===== src/rtl/dtcfd_pkg.sv =====
// Shared types and constants for the DTC fault debounce and status block.
// No dependencies; imported by every module under rtl.
package dtcfd_pkg;

	// Result codes carried in the outcome field.
	typedef enum logic [1:0] {
		OUT_FAILED     = 2'd0,
		OUT_PASSED     = 2'd1,
		OUT_INCOMPLETE = 2'd2
	} outcome_t;

	// Configuration register indexes.
	localparam int unsigned CfgIdxW = 3;
	localparam logic [CfgIdxW-1:0] REG_REPORT_ENABLE    = 3'd0;
	localparam logic [CfgIdxW-1:0] REG_FAILED_THRESHOLD = 3'd1;
	localparam logic [CfgIdxW-1:0] REG_PASSED_THRESHOLD = 3'd2;
	localparam logic [CfgIdxW-1:0] REG_WARNING_ENABLE   = 3'd3;
	localparam logic [CfgIdxW-1:0] REG_AUTO_RESTORE     = 3'd4;
	localparam logic [CfgIdxW-1:0] REG_CRITICAL         = 3'd5;
	localparam logic [CfgIdxW-1:0] REG_TROUBLE_CODE     = 3'd6;

	// UDS status byte bit positions.
	localparam int unsigned ST_TF     = 0;
	localparam int unsigned ST_TFTOC  = 1;
	localparam int unsigned ST_CDTC   = 3;
	localparam int unsigned ST_TNCTOC = 6;
	localparam int unsigned ST_WIR    = 7;

	// Masks used on qualification.
	localparam logic [7:0] ST_SET_FAILED = 8'h07;
	localparam logic [7:0] ST_CLR_TNCSLC = 8'hEF;
	localparam logic [7:0] ST_CLR_PASS   = 8'hEE;

	// Configuration register contents.
	typedef struct packed {
		logic              report_enable;
		logic [6:0]        failed_threshold;
		logic signed [7:0] passed_threshold;
		logic              warning_enable;
		logic              auto_restore;
		logic              critical;
		logic [7:0]        trouble_code;
	} cfg_t;

	// One result item.
	typedef struct packed {
		outcome_t   outcome;
		logic [7:0] status_byte;
		logic       store_request;
		logic [7:0] store_code;
	} result_t;

endpackage


===== src/rtl/dtc_fault_debounce_status.sv =====
// Top level of the DTC counter-based debounce and UDS status block.
// Depends on dtcfd_pkg, dtcfd_cfg and dtcfd_core.
//
//  Channel   Direction  Handshake          Payload
//  s_*       in         s_tvalid/s_tready  fault_seen
//  m_*       out        m_tvalid/m_tready  outcome, status_byte, store_request, store_code
//  cfg_*     in         cfg_valid/cfg_ready register index and write data
//
// One sample per cycle unless the output stalls; its result shows in the next cycle.
// The debounce counter and status byte are one register pair updated at each
// input transfer, so the rate is set by that single update path.
// Reset clears counter, status byte and output valid, and loads register defaults.
// While a result waits, a new sample is taken only in the cycle it drains.
module dtc_fault_debounce_status
	import dtcfd_pkg::*;
(
	input  logic               clk,
	input  logic               arst_n,
	input  logic               s_tvalid,
	output logic               s_tready,
	input  logic [7:0]         s_tdata,   // [0] fault_seen, [7:1] zero
	output logic               m_tvalid,
	input  logic               m_tready,
	output logic [23:0]        m_tdata,   // [1:0] outcome, [9:2] status_byte,
	                                      // [10] store_request, [18:11] store_code
	input  logic               cfg_valid,
	output logic               cfg_ready,
	input  logic [CfgIdxW-1:0] cfg_index,
	input  logic [7:0]         cfg_data
);

	cfg_t    cfg;
	result_t res;

	dtcfd_cfg u_cfg (
		.clk       (clk),
		.arst_n    (arst_n),
		.cfg_valid (cfg_valid),
		.cfg_ready (cfg_ready),
		.cfg_index (cfg_index),
		.cfg_data  (cfg_data),
		.cfg       (cfg)
	);

	dtcfd_core u_core (
		.clk        (clk),
		.arst_n     (arst_n),
		.cfg        (cfg),
		.in_valid   (s_tvalid),
		.in_ready   (s_tready),
		.fault_seen (s_tdata[0]),
		.res_valid  (m_tvalid),
		.res_ready  (m_tready),
		.res        (res)
	);

	// Pack the result fields, lowest first.
	assign m_tdata = {5'd0, res.store_code, res.store_request, res.status_byte, res.outcome};

	// A store request only comes with a qualified outcome.
	assert property (@(posedge clk) disable iff (!arst_n)
		m_tvalid && res.store_request |-> res.outcome != OUT_INCOMPLETE)
		else $error("store request on incomplete outcome");

	// Without a store the address is zero.
	assert property (@(posedge clk) disable iff (!arst_n)
		m_tvalid && !res.store_request |-> res.store_code == 8'd0)
		else $error("store code set without store request");

	// A sample taken with reporting off gives incomplete and no store.
	assert property (@(posedge clk) disable iff (!arst_n)
		s_tvalid && s_tready && !cfg.report_enable |=>
		m_tvalid && res.outcome == OUT_INCOMPLETE && !res.store_request)
		else $error("sample with reporting disabled changed the result");

	// A failed outcome always reports testFailed in the status byte.
	assert property (@(posedge clk) disable iff (!arst_n)
		m_tvalid && res.outcome == OUT_FAILED |-> res.status_byte[ST_TF])
		else $error("failed outcome without testFailed");

endmodule


===== src/rtl/dtcfd_cfg.sv =====
// Configuration register bank for the DTC debounce block.
// Depends on dtcfd_pkg for register indexes and the cfg_t type.
module dtcfd_cfg
	import dtcfd_pkg::*;
(
	input  logic               clk,
	input  logic               arst_n,
	input  logic               cfg_valid,
	output logic               cfg_ready,
	input  logic [CfgIdxW-1:0] cfg_index,
	input  logic [7:0]         cfg_data,
	output cfg_t               cfg
);

	cfg_t cfg_q;

	// Writes are always taken; cfg_ready is held high.
	assign cfg_ready = 1'b1;
	assign cfg      = cfg_q;

	// Register write on each transfer; an index beyond the list is dropped.
	always_ff @(posedge clk or negedge arst_n) begin
		if (!arst_n) begin
			cfg_q.report_enable    <= 1'b1;
			cfg_q.failed_threshold <= 7'd127;
			cfg_q.passed_threshold <= -8'sd128;
			cfg_q.warning_enable   <= 1'b0;
			cfg_q.auto_restore     <= 1'b0;
			cfg_q.critical         <= 1'b0;
			cfg_q.trouble_code     <= 8'd0;
		end else if (cfg_valid && cfg_ready) begin
			case (cfg_index)
				REG_REPORT_ENABLE:    cfg_q.report_enable    <= cfg_data[0];
				REG_FAILED_THRESHOLD: cfg_q.failed_threshold <= cfg_data[6:0];
				REG_PASSED_THRESHOLD: cfg_q.passed_threshold <= $signed(cfg_data);
				REG_WARNING_ENABLE:   cfg_q.warning_enable   <= cfg_data[0];
				REG_AUTO_RESTORE:     cfg_q.auto_restore     <= cfg_data[0];
				REG_CRITICAL:         cfg_q.critical         <= cfg_data[0];
				REG_TROUBLE_CODE:     cfg_q.trouble_code     <= cfg_data;
				default: ;
			endcase
		end
	end

endmodule


===== src/rtl/dtcfd_core.sv =====
// Debounce counter, status byte and result register of the DTC block.
// Depends on dtcfd_pkg for cfg_t, result_t and the status bit layout.
module dtcfd_core
	import dtcfd_pkg::*;
(
	input  logic    clk,
	input  logic    arst_n,
	input  cfg_t    cfg,
	input  logic    in_valid,
	output logic    in_ready,
	input  logic    fault_seen,
	output logic    res_valid,
	input  logic    res_ready,
	output result_t res
);

	logic signed [7:0] count_q;
	logic [7:0]        status_q;
	logic              valid_s1;
	result_t           res_s1;

	logic signed [7:0] count_nx;
	logic [7:0]        status_nx;
	logic [7:0]        status_tmp;
	outcome_t          outcome_nx;
	logic              store_nx;
	logic              accept;

	// The result register frees up in the same cycle it is drained.
	assign in_ready  = !valid_s1 || res_ready;
	assign accept    = in_valid && in_ready;
	assign res_valid = valid_s1;
	assign res       = res_s1;

	// Next counter and status for one sample. The critical property does not
	// change the rules: only auto_restore decides a restore after failure.
	always_comb begin
		count_nx   = count_q;
		status_nx  = status_q;
		status_tmp = status_q & ST_CLR_PASS;
		outcome_nx = OUT_INCOMPLETE;
		store_nx   = 1'b0;
		if (cfg.report_enable) begin
			if (fault_seen) begin
				if ($signed({count_q[7], count_q}) < $signed({2'b00, cfg.failed_threshold}))
				begin
					count_nx = count_q[7] ? 8'sd0 : count_q + 8'sd1;
				end else if (!status_q[ST_TF]) begin
					status_nx         = (status_q | ST_SET_FAILED) & ST_CLR_TNCSLC;
					status_nx[ST_WIR] = cfg.warning_enable;
					outcome_nx        = OUT_FAILED;
					store_nx          = 1'b1;
				end
			end else begin
				if (count_q > cfg.passed_threshold) begin
					count_nx = (count_q > 8'sd0) ? 8'sd0 : count_q - 8'sd1;
				end else if (status_q[ST_TF] || status_q[ST_TNCTOC]) begin
					status_nx = status_tmp;
					if (!status_tmp[ST_TFTOC] || cfg.auto_restore) begin
						status_nx          = '0;
						status_nx[ST_CDTC] = 1'b1;
						status_nx[ST_WIR]  = cfg.warning_enable;
						outcome_nx         = OUT_PASSED;
						store_nx           = 1'b1;
					end
				end else begin
					outcome_nx = OUT_PASSED;
					store_nx   = 1'b1;
				end
			end
		end
	end

	// State and result valid update on each input transfer; the valid also clears when the result drains.
	always_ff @(posedge clk or negedge arst_n) begin
		if (!arst_n) begin
			count_q  <= '0;
			status_q <= '0;
			valid_s1 <= 1'b0;
		end else begin
			if (accept) begin
				count_q  <= count_nx;
				status_q <= status_nx;
				valid_s1 <= 1'b1;
			end else if (res_ready) begin
				valid_s1 <= 1'b0;
			end
		end
	end

	// Result payload.
	always_ff @(posedge clk) begin
		if (accept) begin
			res_s1.outcome       <= outcome_nx;
			res_s1.status_byte   <= status_nx;
			res_s1.store_request <= store_nx;
			res_s1.store_code    <= store_nx ? cfg.trouble_code : 8'd0;
		end
	end

endmodule


===== config.mk =====
export PLATFORM = sky130hd
export DESIGN_NAME = dtc_fault_debounce_status
export DESIGN_NICKNAME = d
export VERILOG_FILES = /design/src/rtl/dtcfd_pkg.sv /design/src/rtl/dtc_fault_debounce_status.sv /design/src/rtl/dtcfd_cfg.sv /design/src/rtl/dtcfd_core.sv
export SDC_FILE = /design/constraint.sdc
export NUM_CORES = 1
export LEC_CHECK = 0
export ABC_CLOCK_PERIOD_IN_PS = 3500
export BUFFER_PORTS_ARGS = -buffer_cell sky130_fd_sc_hd__buf_4
export CORE_ASPECT_RATIO = 1.4
export CORE_MARGIN = 2
export CORE_UTILIZATION = 56
export DETAILED_ROUTE_END_ITERATION = 12
export PLACE_DENSITY = 0.79
export SLEW_MARGIN = 20
export SYNTH_ARGS = -nofsm -noshare
export SYNTH_HDL_FRONTEND = slang
export SYNTH_SLANG_ARGS = --single-unit

===== constraint.sdc =====
create_clock -name clk -period 3.5 [get_ports clk]
set_input_delay 0.7 -clock clk [delete_from_list [all_inputs] [get_ports clk]]
set_output_delay 0.7 -clock clk [all_outputs]
set_load 0.02 [all_outputs]

==> impl_metrics.py <==
metrics = {
    "sta": {
        "hold_viol_final": 0,
        "worstMarginPinSlew_ns": 0.6736,
        "finalWorstSetupSlack_ns": 0.5745,
        "finalSetupViolCount": 0,
        "fin_crit_ns": 2.926,
        "fin_crit_sh": 0.8359,
        "holdWs_ns": 0.3403,
        "fin_tns_setup_ns": 0,
        "relSlewSlack": 0.5505,
        "max_freq_ghz": 0.3418,
        "drv_slew": 0,
        "clock_skew_ns": 0.008469,
        "grt_setup_unrepaired": "false",
    },
    "cts": {
        "root_buffer": "clkbuf_8",
        "cts_tree": "done",
        "cts-htree-levels": 3,
        "clk_latency_ns": 0.34,
        "cts_buffers": 9,
        "path_clk_slew_ns": 0.07,
        "cts_max_path_buffers": 2,
        "cts.sinks": 62,
        "cts_resized": 0,
        "cts_setup_buffers": 0,
        "holdBufCountCts": 0,
    },
    "final_layout": {
        "nFillCells": 429,
        "final-instance-count-excl-fill": 405,
        "utilization": 0.6757,
        "area_delta_synth_final_pct": 16.61,
        "drive_above_1_share": 0.2582,
        "seq_area_mm2": 0.001658,
        "finalInstanceArea_mm2": 0.003734,
        "multiInputGateArea_mm2": 0.001385,
        "antenna_cells": 0,
        "fin_nets": 373,
    },
    "logic_synthesis": {
        "ys_seq_area_frac": 0.5178,
        "synth_top_family_by_area": "simple AND/OR/NAND/NOR gates",
        "async_flop_share": 0.6935,
        "synth_compound_area_frac": 0.1352,
        "synth-simple-area-share": 0.1555,
        "syn_area_mm2": 0.003202,
        "synth_seq_cells": 62,
        "synth_edf_count": 19,
        "yosysMostFrequentCell": "dfrtp_1",
        "syn_avg_cell_area_um2": 10.89,
        "ys.flop_type": "dfrtp_1",
        "yosys.area_share.adder": 0.06643,
        "yosysTopAreaCellShare": 0.2657,
        "synth_cells": 294,
        "synth_xor_area_frac": 0,
        "synth_commonest_cells": "34 x dfrtp_1, 28 x nand2_1, 20 x inv_1",
        "yosysWarnings": 0,
        "netlist_top_cells_area": "dfrtp_1 27%, edfxtp_1 18%, dfstp_2 7.4%",
        "yosysUniqueCellTypes": 50,
        "yosys.area.top_type": "dfrtp_1",
        "muxShareOfSynthArea": 0.06839,
    },
    "worst_setup_path": {
        "critPathKind": "flip-flop to flip-flop",
        "startpoint": "u_core.count_q[5]",
        "crit_chain": "ha_1 -> a21o_1 -> a2111oi_0 -> a211oi_1 -> nor3_2 -> buf_4 -> a22o_1 -> nand2_1",
        "critPathRequiredTime_ns": 3.58,
        "max_stage_delay_ns": 0.57,
        "end_kind": "flip-flop",
        "startpoint_type": "flip-flop",
        "arrival_ns": 3.00,
        "r2r_start": "u_core.count_q[5]",
        "critical_path_peak_fanout": 11,
        "cpMaxStageDelayCell": "dfrtp_1",
    },
    "detailed_routing": {
        "first_pass_iters": 4,
        "avgViaCountPerCell": 5.743,
        "drt.antenna.violating_nets": 0,
        "wl_per_cell_um": 15.32,
        "drt-total-wl_um": 6204,
        "via_count": 2326,
        "drc_errors": 0,
        "drtIter0Drc": 290,
    },
    "die": {
        "die_h_um": 93.47,
        "die_w_um": 67.91,
        "coreArea_mm2": 0.005525,
        "initial_core_util": 0.5795,
        "die-area_mm2": 0.006347,
        "rows": 32,
        "io_pins": 51,
    },
    "worst_hold_path": {
        "min_path_type": "primary input to asynchronous set/reset pin",
    },
    "placed_design": {
        "io_buffers": 37,
        "pre_cts_slack_ns": 0.6526,
        "placed_cells": 389,
        "dpl_cell_area_mm2": 0.003511,
        "place.gp.congestion": 0.8279,
        "hpwl_um": 4503,
    },
    "global_route": {
        "grt_pass1_wl_um": 10300,
        "grt_overflow": 0,
        "grt_start_max_net_pins": 44,
        "grt_pass1_vias": 2145,
        "grtUsageTotal": 0.2211,
        "antenna_found_initial": 0,
    },
    "pwr": {
        "p_leak_nw": 1.665,
        "ir_drop_mv": 0.3942,
        "powerDensity_mw_per_mm2": 753.7,
        "power_mw": 2.814,
    },
    "job": {
        "cap_violations": 0,
    },
    "status": {
        "status": "complete, no violations",
    },
}
state kept, by name (all words and copies together), names as in the netlist:
| signal | flops |
|---|---|
| u_cfg.cfg | 26 |
| u_core.res | 19 |
| u_core.status_q | 8 |
| u_core.res_valid | 1 |
| u_core.count_q | 8 |
logic make-up after synthesis:
kind of cell,Yosys count
and+or+nand+nor,93
AOI/OAI and AO/OA,63
DFF,62
buffers and inverters,38
muxes,19
adders and majority gates,17
other,2
placed cells by master (no fill, tap or decap), types with 5 or more instances in the layout:
cell      instances
a21oi_1          10
and3_1           12
buf_4            41
clkbuf_8         10
conb_1            6
dfrtp_1          34
dfstp_2           9
edfxtp_1         19
ha_1             17
inv_1            20
mux2_2           15
nand2_1          28
nand2b_1          7
nand3_1           5
nor2_1            7
nor2b_1           7
nor4_1            5
o21ai_0          17
final timing paths:
| path | to | slack, ns | cells past startpoint |
|---|---|---|---|
| setup / recovery | u_core.res[18] | 0.57 | 8 |
| hold / removal | u_cfg.cfg[17] | 0.34 | 1 |
| setup reg to reg | u_core.res[18] | 0.57 | 8 |
| hold reg to reg | u_core.status_q[3] | 0.46 | 1 |
| max in group asynchronous | u_cfg.cfg[19] | 2.77 | 1 |
| min in group clk | u_core.status_q[3] | 0.46 | 1 |
routing by layer:
metal | track usage | vias up | share of wire
li1 | - | 1131 | -
met1 | 0.2889 | 1101 | 0.43
met2 | 0.3456 | 80 | 0.49
met3 | 0.05656 | 14 | 0.052
met4 | 0.09333 | 0 | 0.023
met5 | 0 | - | 0
power by group:
| part | internal (mW) | total (mW) | switching [mW] |
|---|---|---|---|
| sequential | 0.953 | 1.13 | 0.174 |
| combinational | 0.440 | 0.996 | 0.556 |
| clock | 0.417 | 0.692 | 0.274 |
layout make-up:
class                   instances  share of cell area
flip-flops and latches         62              0.4440
multi-input cells             198              0.3710
repair buffers                 41             0.08244
clock buffers                  10             0.03686
clock inverters                 6             0.02279
well taps                      68             0.02279
inverters                      20             0.02011
critical path, delay by kind of cell, from the launching register on:
kind,cells,cell delay (ns)
AOI/OAI and AO/OA,4,1.08
DFF,1,0.57
and+or+nand+nor,2,0.43
adders and majority gates,1,0.32
buffers and inverters,1,0.25
Note: power is estimated with default switching activity, not from simulation.
